**src/rtl/nem_window.sv**
```systemverilog
`timescale 1ns / 1ps
// 3x3 window: two stored columns plus the incoming column, uniformity check
// depends on nothing

module nem_window #(
   parameter int PIXEL_BITS = 32
) (
   input  logic                  clock,
   input  logic                  reset,
   input  logic                  shift_en,
   input  logic [PIXEL_BITS-1:0] top_pix,
   input  logic [PIXEL_BITS-1:0] mid_pix,
   input  logic [PIXEL_BITS-1:0] new_pix,
   output logic [PIXEL_BITS-1:0] edge_pix
);

   // columns: 0..2 oldest (top, mid, bottom), 3..5 newer
   logic [PIXEL_BITS-1:0] win_ff [6];
   logic [PIXEL_BITS-1:0] win_in [6];
   logic [PIXEL_BITS-1:0] center;
   logic                  uniform;

   // shift one column in
   always_comb begin
      win_in[0] = win_ff[3];
      win_in[1] = win_ff[4];
      win_in[2] = win_ff[5];
      win_in[3] = top_pix;
      win_in[4] = mid_pix;
      win_in[5] = new_pix;
   end

   always_ff @(posedge clock) begin
      if (reset) begin
         for (int i = 0; i < 6; i++) begin
            win_ff[i] <= '0;
         end
      end else if (shift_en) begin
         for (int i = 0; i < 6; i++) begin
            win_ff[i] <= win_in[i];
         end
      end
   end

   // all nine words equal to the center
   always_comb begin
      center  = win_ff[4];
      uniform = (top_pix == center) && (mid_pix == center) && (new_pix == center);
      for (int i = 0; i < 6; i++) begin
         if (win_ff[i] != center) begin
            uniform = 1'b0;
         end
      end
   end

   assign edge_pix = uniform ? '0 : center;

endmodule

```
**config.mk**
```make
export PLATFORM = sky130hd
export DESIGN_NAME = nem_window
export DESIGN_NICKNAME = d
export VERILOG_FILES = /design/src/rtl/nem_window.sv
export SDC_FILE = /design/constraint.sdc
export NUM_CORES = 1
export LEC_CHECK = 0
export BUFFER_PORTS_ARGS = -buffer_cell sky130_fd_sc_hd__buf_2
export CELL_PAD_IN_SITES_DETAIL_PLACEMENT = 2
export CELL_PAD_IN_SITES_GLOBAL_PLACEMENT = 2
export CORE_UTILIZATION = 39
export DETAILED_ROUTE_END_ITERATION = 12
export PLACE_DENSITY = 0.88
export SLEW_MARGIN = 20
export SYNTH_ARGS = -nofsm -noshare
export SYNTH_HDL_FRONTEND = slang
export SYNTH_SLANG_ARGS = --single-unit
```
**constraint.sdc**
```tcl
create_clock -name clock -period 5.1 [get_ports clock]
set_input_delay 0.51 -clock clock [delete_from_list [all_inputs] [get_ports clock]]
set_output_delay 0.51 -clock clock [all_outputs]
set_load 0.005 [all_outputs]
```
==> results.md <==
| Metric | Value |
| --- | --- |
| Result of the run | completed |
| Tmin final | 4500 ps |
| Part of the power in the clock network | 0.356 |
| Total number of vias | 7,371 |
| Area post-placement | 10,900 um^2 |
| Kind of end point of the critical path | primary output |
| Yosys cell types | 35 |
| Layout-stage area growth over the synthesis result | 14.3% |
| Number of enable-type register cells in the synthesized netlist | 192 |
| Cell leakage power | 4.61 nW |
| Core Region | 25,200 um^2 |
| Actual transition at the worst max-transition pin | 956 ps |
| First-pass GRT wire length | 51.7 mm |
| Grt total ovfl | 0 |
| Clock tree from TritonCTS | built |
| Achievable Freq | 222 MHz |
| Violation count after the first detailed-route iteration | 633 |
| Htree depth | 4 |
| Buffers on Ports | 130 |
| Critical path start-end classification | reg -> out |
| Worst EP arrival | 3990 ps |
| Overall die area | 26,400 um^2 |
| Number of buffers created by CTS | 17 |
| Worst reg2reg setup slack | 3900 ps |
| Part of the power in combinational logic | 0.117 |
| Overall fraction of global-route tracks in use | 0.274 |
| Cell at the root of the clock tree | clkbuf_16 |
| Switching pwr | 1.06 mW |
| Final max-slew violation count | 0 |
| Bufs on Longest Clock Path | 2 |
| Final worst setup slack | 595 ps |
| Core Rows | 58 |
| Clock transition at the register clock pins on the worst setup and hold paths after CTS | 80 ps |
| Post-layout nets | 1,030 |
| Crit path launch type | flop |
| Part of the total power dissipated in sequential elements | 0.527 |
| Sequential-to-total area share from yosys stat | 0.575 |
| Largest register by flop count | win_ff |
| Post-synthesis instance total | 834 |
| Dominant synthesized flop cell | edfxtp_1 |
| Number of warnings issued by yosys | 0 |
| Worst-case setup slack after placement | 1190 ps |
| Initial antenna violation count | 1 |
| Drt first pass iters | 4 |
| Final standard cell area without fillers | 11,500 um^2 |
| Number of setup buffers added after CTS | 0 |
| Drt via density | 5.79 |
| Mean routed wirelength per cell | 27.7 um |
| Layout cell share with drive strength beyond 1 | 0.189 |
| Pwr dens | 334 nW/um^2 |
| TritonCTS Sinks | 192 |
| Internal power | 2.78 mW |
| Post-synthesis net count | 933 |
| Reg-to-reg startpoint | win_ff[0][156]$_SDFFCE_PN0P_ |
| Post-route setup TNS | 0 ps |
| Worst hold path depth | 2 |
| Startpoint of the worst hold path | mid_pix[19] |
| Summed instance area of the synthesized netlist | 10,000 um^2 |
| Initial cell density of the core | 0.398 |
| CP required | 4590 ps |
| Biggest regs | win_ff (192) |
| Post-Syn Area per Cell | 12.0 um^2 |
| IR drop worst, VDD | 0.216 mV |
| Largest net degree at the start of global routing | 138 |
| Switching portion of total power | 0.276 |
| Number of top-level pins | 131 |
| Largest clock skew in the final design | 11.0 ps |
| Floorplan die width | 162 um |
| Routability Congestion | 0.838 |
| Worst reg2reg path depth | 1 |
| Placed wire-length estimate after detailed placement | 24.3 mm |
| Worst slew margin | 0.358 |
| Max-cap violations | 0 |
| Count of final setup violators | 0 |
| Hold Path End | win_ff[0][147]$_SDFFCE_PN0P_ |
| Max FFs per register | 192 |
| Final Hold Violating Endpoints | 0 |
| Terminus of the critical flop-to-flop path | win_ff[0][60]$_SDFFCE_PN0P_ |
| Number of cells upsized or downsized after cts | 0 |
| Dominant cells by area after synthesis | edfxtp_1 57%, and2_1 12%, xor2_1 6.7% |
| Post-route antenna net violation count | 0 |
| Flip-flop and latch count after synthesis | 192 |
| Min-delay worst type | in -> reg |
| Number of diodes | 0 |
| Fraction of registers with async set/reset | 0 |
| Total wire length | 35.3 mm |
| Final standard cell utilization of the core | 0.455 |
| Post-detailed-route DRC marker count | 0 |
| Portion of the clock cycle consumed by the worst path in the final layout | 0.883 |
| Setup repair after global routing missed its margin | no |
| Synth top area share | 0.575 |
| Count of hold buffers inserted by post-cts repair | 0 |
| Synth area leader | edfxtp_1 |
| Largest fanout on the critical path | 20 |
| Clock insertion delay at the later pin of the skew report | 450 ps |
| Die extent in y | 162 um |
| Vias in the first global route | 7,857 |
worst max-delay path, cell delays in order, from the launching register on:
cell and delay [ps]:
edfxtp_1 640, xor2_1 280, nor4_1 630, nand4_1 330, nor4_4 860, buf_4 420
a41oi_2 170, buf_2 190
synthesized netlist by cell type (2+ instances only):
cell type	instances
buf_2	16
nor4_4	2
nor3_1	43
a41oi_1	27
o22ai_1	19
or3_1	6
xor2_1	77
edfxtp_1	192
and3_1	39
mux2i_1	3
nand3_1	8
nand2_1	5
nor2_1	5
clkbuf_1	37
and2_1	191
a41oi_2	5
nand4_1	23
a22oi_1	6
and4_1	4
buf_6	8
xnor2_1	35
o211ai_1	2
or4_1	9
a2bb2oi_1	2
nor4_1	29
inv_1	32
cell usage in the layout, fill, tap and decap left out, types with 7 or more instances in the layout:
master / instances
nor4_1: 29
and3_1: 39
nand3_1: 8
nand4_1: 23
or4_1: 9
inv_1: 32
buf_2: 130
xnor2_1: 35
nor3_1: 43
edfxtp_1: 192
and2_1: 191
xor2_1: 77
clkbuf_16: 17
buf_4: 7
o22ai_1: 19
a41oi_1: 27
logic make-up after synthesis:
family / share of synthesized area
compound gates: 0.0548
simple gates: 0.226
xor+xnor: 0.0978
buf+inv: 0.0435
mux: 0.00299
flops: 0.575
power groups by stage:
stage	combinational, mW	clock [mW]	sequential [mW]
after CTS	0.448	1.37	2.02
after detailed placement	0.434	0	2.04
final	0.450	1.37	2.02
after floorplan	0.288	0	1.95
after global placement	0.407	0	2.02
after global routing	0.478	1.41	2.03
how the worst max path moves through the flow:
stage / from / end / cells past startpoint
2_1_floorplan: reset / win_ff[0][0]$_SDFFCE_PN0P_ / 1
3_3_place_gp: top_pix[29] / edge_pix[0] / 8
3_5_place_dp: win_ff[0][143]$_SDFFCE_PN0P_ / edge_pix[29] / 7
4_1_cts: win_ff[0][152]$_SDFFCE_PN0P_ / edge_pix[13] / 7
5_1_grt: win_ff[0][143]$_SDFFCE_PN0P_ / edge_pix[11] / 7
6_report: win_ff[0][152]$_SDFFCE_PN0P_ / edge_pix[13] / 7
metal layers:
layer  up-vias  wire (um)  global-route usage
met3        72       1920              0.0425
met2       285      17300               0.454
li1       3223          -                   -
met4         0       1550               0.136
met5         -          0                   0
met1      3791      14400               0.349
cell type report:
class                           count  area (um^2)
Clock buffer                       19          433
Sequential cell                   192         5770
Tap cell                          330          413
Timing Repair Buffer              140          763
Inverter                           32          120
Multi-Input combinational cell    548         3840
Clock inverter                     13          135
Fill cell                        2536        13700
per-stage QoR:
stage               power (mW)  std cells  hold WS (ps)
CTS                       3.84       1273           364
finish                    3.83       1274           370
floorplan                 2.24        834           540
detailed placement        2.47       1241           576
global route              3.92       1274           387
global placement          2.43       1241           549
Note: power is estimated with default switching activity, not from simulation.
