`config.mk`:
```
export PLATFORM = sky130hd
export DESIGN_NAME = nem_rsp_fifo
export DESIGN_NICKNAME = d
export VERILOG_FILES = /design/src/rtl/nem_pkg.sv /design/src/rtl/nem_rsp_fifo.sv
export SDC_FILE = /design/constraint.sdc
export NUM_CORES = 1
export LEC_CHECK = 0
export BUFFER_PORTS_ARGS = -buffer_cell sky130_fd_sc_hd__buf_2
export CORE_MARGIN = 2
export CORE_UTILIZATION = 51
export CTS_BUF_LIST = sky130_fd_sc_hd__clkbuf_16
export DETAILED_ROUTE_END_ITERATION = 8
export PLACE_DENSITY = 0.79
export REMOVE_ABC_BUFFERS = 1
export SLEW_MARGIN = 40
export SYNTH_ARGS = -nofsm -noshare
export SYNTH_HDL_FRONTEND = slang
export SYNTH_SLANG_ARGS = --single-unit
```
`constraint.sdc`:
```
create_clock -name clock -period 2 [get_ports clock]
set_input_delay 0.1 -clock clock [delete_from_list [all_inputs] [get_ports clock]]
set_output_delay 0.1 -clock clock [all_outputs]
set_load 0.01 [all_outputs]
```
`src/rtl/nem_pkg.sv`:
```
`timescale 1ns / 1ps
// shared types and constants for the neighbourhood edge mask
// no dependencies

package nem_pkg;

   // default sizes handed to the top level parameters
   localparam int DEF_MAX_WIDTH  = 1024;
   localparam int DEF_PIXEL_BITS = 32;

   // fixed field widths
   localparam int OUT_BITS      = 32;
   localparam int IN_BITS       = 32;
   localparam int FWIDTH_BITS   = 11;
   localparam int FHEIGHT_BITS  = 12;
   localparam int ROW_BITS      = 11;
   localparam int CSR_ADDR_BITS = 1;
   localparam int CSR_DATA_BITS = 12;

   // register reset values and limits
   localparam logic [FWIDTH_BITS-1:0]  FRAME_WIDTH_RESET  = 11'd960;
   localparam logic [FHEIGHT_BITS-1:0] FRAME_HEIGHT_RESET = 12'd540;
   localparam logic [FHEIGHT_BITS-1:0] HEIGHT_LIMIT       = 12'd2048;
   localparam int                      MIN_DIM            = 3;

   // configuration register indexes
   typedef enum logic [CSR_ADDR_BITS-1:0] {
      CSR_FRAME_WIDTH  = 1'b0,
      CSR_FRAME_HEIGHT = 1'b1
   } csr_index_type;

   // per-item control carried from the input stage to the compute stage
   typedef struct packed {
      logic       with_center;  // item yields the pixel one row and one column back
      logic       full_window;  // that pixel is an interior pixel
      logic [1:0] res_count;    // results caused by this item, 0 to 2
      logic       frame_end;    // item closes the frame
   } item_flags_type;

   // one result beat
   typedef struct packed {
      logic [OUT_BITS-1:0] pixel;
      logic                run_last;
      logic                frame_last;
   } rsp_beat_type;

endpackage

```
`src/rtl/nem_rsp_fifo.sv`:
```
`timescale 1ns / 1ps
// two-entry result queue between the compute stage and the rsp channel
// depends on nem_pkg

module nem_rsp_fifo (
   input  logic                  clock,
   input  logic                  reset,
   input  logic                  push,
   input  nem_pkg::rsp_beat_type push_beat,
   output logic                  can_push,
   output logic                  rsp_tvalid,
   input  logic                  rsp_tready,
   output logic [31:0]           rsp_tdata,  // pixel_out
   output logic                  rsp_tuser,  // run_last
   output logic                  rsp_tlast   // frame_last
);

   nem_pkg::rsp_beat_type entry_ff [2];
   logic                  wr_ptr_ff;
   logic                  rd_ptr_ff;
   logic [1:0]            count_ff;
   logic [1:0]            count_in;
   logic                  pop;
   logic                  do_push;

   // push decision uses only stored state, so can_push has no combinational path from rsp_tready
   assign can_push = (count_ff != 2'd2);
   assign do_push  = push && can_push;
   assign pop      = rsp_tvalid && rsp_tready;

   always_comb begin
      count_in = count_ff;
      if (do_push && !pop) begin
         count_in = count_ff + 2'd1;
      end else if (pop && !do_push) begin
         count_in = count_ff - 2'd1;
      end
   end

   always_ff @(posedge clock) begin
      if (reset) begin
         wr_ptr_ff <= 1'b0;
         rd_ptr_ff <= 1'b0;
         count_ff  <= 2'd0;
      end else begin
         count_ff <= count_in;
         if (do_push) begin
            wr_ptr_ff <= !wr_ptr_ff;
         end
         if (pop) begin
            rd_ptr_ff <= !rd_ptr_ff;
         end
      end
   end

   // storage
   always_ff @(posedge clock) begin
      if (do_push) begin
         entry_ff[wr_ptr_ff] <= push_beat;
      end
   end

   assign rsp_tvalid = (count_ff != 2'd0);
   assign rsp_tdata  = entry_ff[rd_ptr_ff].pixel;
   assign rsp_tuser  = entry_ff[rd_ptr_ff].run_last;
   assign rsp_tlast  = entry_ff[rd_ptr_ff].frame_last;

endmodule

```
==> flow_metrics.py <==
metrics = {
    "status": {
        "status": "finished, final reports clean",
    },
    "clocking": {
        "clk-insertion-delay-late_ps": 310,
        "clockBufferDepth": 2,
        "cts.clk_slew.worst_paths_ps": 50,
        "cts_tree": "yes",
        "cts_made_buffers": 9,
        "cts.sinks": 73,
        "clockRootBuffer": "clkbuf_16",
        "htree_levels": 3,
    },
    "global_route": {
        "antenna_found_initial": 0,
        "grt_max_degree": 35,
        "grt_use_met1": 0.197,
        "use_met3": 0.0403,
        "grt_pass1_wl_um": 7710,
        "grt.met2_usage": 0.300,
        "top_usage_layer": "met2",
        "grt_pass1_vias": 1720,
        "grt_usage": 0.172,
        "globalRouteOverflowTotal": 0,
    },
    "critical_path": {
        "worstPathCellList": "buf_4 > mux2_2 > buf_2",
        "worstPathArrival_ps": 1630,
        "critical_path.endpoint_type": "primary output",
        "cpMaxStageDelayCell": "dfxtp_1",
        "worstPathMaxFanout": 8,
        "critPathKind": "flop to primary output",
        "critPathLaunchType": "flop",
        "required_ps": 1900,
        "critPathMaxStageDelay_ps": 570,
    },
    "synthesis": {
        "synth_seq_cells": 73,
        "synth_xor_area_frac": 0.00983,
        "synth_cell_types": 18,
        "synth_top_family_by_area": "multiplexers",
        "synth-seq-area-share": 0.801,
        "synth_area_per_cell_um2": 20.6,
        "synthCells": 130,
        "synth-compound-area-share": 0.0112,
        "synthAdderAreaFrac": 0.00468,
        "syn-cell-area_um2": 2670,
        "muxShareOfSynthArea": 0.143,
        "ys_warn_count": 0,
        "yosys.area_share.simple": 0.0187,
    },
    "route": {
        "wl_per_cell_um": 14.7,
        "ant_nets": 0,
        "drtIter0Drc": 100,
        "routed_wl_um": 4740,
        "drc": 0,
        "num_vias": 1553,
        "firstDrtPassIters": 4,
        "via_per_inst": 4.81,
    },
    "placement": {
        "io_buffers": 73,
        "hpwl_um": 2680,
        "placed_area_um2": 3170,
        "gp_congestion": 0.719,
    },
    "floorplan": {
        "std_cell_rows": 26,
        "die_h_um": 76.4,
        "pin_count": 74,
        "die_area_um2": 5840,
        "start_util": 0.527,
        "coreArea_um2": 5070,
        "fp.dieW_um": 76.4,
    },
    "finish": {
        "syn2layout_area_growth_pct": 40.8,
        "drive_above_1_share": 0.494,
        "layout.nets": 287,
        "final_util": 0.742,
        "fill_cells": 332,
        "fin_area_um2": 3760,
        "diodes": 0,
    },
    "timing": {
        "rsz0062_at_grt": "no",
        "drv_slew": 0,
        "fin_crit_sh": 0.867,
        "tightest_slew_ps": 418,
        "fin_worst_skew_ps": 3.23,
        "setup_viol": 0,
        "fin_tns_setup_ps": 0,
        "maxSlewHeadroom": 0.721,
        "fin_crit_ps": 1730,
        "fmax_ghz": 0.577,
        "finalHoldViolations": 0,
    },
    "worst_hold_path": {
        "hp-class": "primary input to flop",
    },
    "run": {
        "drv_cap": 0,
    },
    "power": {
        "irDropWorstVdd_uv": 701,
        "powerDensity_nw_per_um2": 1180,
        "p_leak_uw": 0.00145,
    },
}
-- cells in the mapped netlist (all sizes together) --
cell	instances	share of area
or3	1	0.0023
and3	1	0.0023
mux2	34	0.14
and2	1	0.0023
dfxtp	5	0.037
nor2	3	0.0042
edfxtp	68	0.76
or2	1	0.0023
a21oi	2	0.0037
buf	4	0.0094
ha	1	0.0047
inv	1	0.0014
nand3b	1	0.0028
nand2b	1	0.0023
xor2	3	0.0098
a21bo	1	0.0037
o21ai	2	0.0037
-- through the flow --
| stage | power, uW | hold slack [ps] | setup slack (ps) | cells |
|---|---|---|---|---|
| after CTS | 4480 | 4.63 | 228 | 323 |
| after detailed placement | 3100 | 291 | 377 | 273 |
| after global placement | 3070 | 288 | 469 | 273 |
| after global routing | 4640 | 12.8 | 151 | 323 |
| after floorplan | 2650 | 169 | 88.9 | 126 |
| final | 4440 | 18.2 | 267 | 323 |
-- path summary, 6_finish.rpt --
path | from | to | slack, ps | cells after the start
worst max-delay path | flop | rsp_tdata[28] | 270 | 3
worst min-delay path | reset | count_ff[1]$_SDFFE_PP0P_ | 20 | 2
worst max register to register | count_ff[0]$_SDFFE_PP0P_ | count_ff[1]$_SDFFE_PP0P_ | 370 | 5
worst min register to register | rd_ptr_ff$_SDFFE_PP0P_ | flop | 510 | 2
-- flip-flops by register name (all words and copies together) (netlist names), named ones only --
name,flops
count_ff,2
entry_ff,68
rd_ptr_ff,1
wr_ptr_ff,1
-- cell families (layout without fill, tap and decap cells) --
logic type	Yosys count	in the layout
DFF	73	73
AOI/OAI and AO/OA	5	5
and+or+nand+nor	9	9
xor gates and xnor gates	3	3
muxes	34	34
buffers and inverters	5	128
adders and majority gates	1	1
-- power by group --
part	internal [uW]	total [uW]	switching [uW]
clock network	810	1320	514
registers	1910	2000	83.3
logic	576	1120	546
-- layout by cell type, fill, tap and decap left out, drive strengths merged --
master | Yosys | layout
dfxtp | 5 | 5
ha | 1 | 1
or3 | 1 | 1
o21ai | 2 | 2
nand2b | 1 | 1
edfxtp | 68 | 68
a21oi | 2 | 2
clkbuf | 0 | 9
inv | 1 | 2
or2 | 1 | 1
buf | 4 | 77
clkinv | 0 | 6
nand3b | 1 | 1
nor2 | 3 | 3
xor2 | 3 | 3
and2 | 1 | 1
mux2 | 34 | 34
a21bo | 1 | 1
and3 | 1 | 1
dlygate4sd3 | 0 | 34
-- layout make-up --
cell class	instances	area [um2]	share of cell area
Sequential cell	73	2140	0.569
Timing Repair Buffer	111	773	0.205
Multi-Input combinational cell	52	503	0.134
Clock buffer	9	225	0.0598
Tap cell	70	87.6	0.0233
Clock inverter	7	28.8	0.00765
Inverter	1	3.75	0.000997
-- critical path: cells and delay by family, from the launching register on --
kind / cells / cell delay, ps
flip-flops: 1 / 570
buffers and inverters: 2 / 400
multiplexers: 1 / 350
-- per-layer routing --
| metal | vias up | routed length, um |
|---|---|---|
| li1 | 742 | - |
| met1 | 752 | 1980 |
| met2 | 48 | 2470 |
| met3 | 11 | 182 |
| met4 | 0 | 113 |
| met5 | - | 0 |
-- timing repair --
action	4_1_cts	5_1_grt
endpoints found under the hold margin	68	0
gates resized for setup	0	0
setup buffers	0	0
setup endpoints to repair	0	0
hold buffers	34	0
Note: power is estimated with default switching activity, not from simulation.
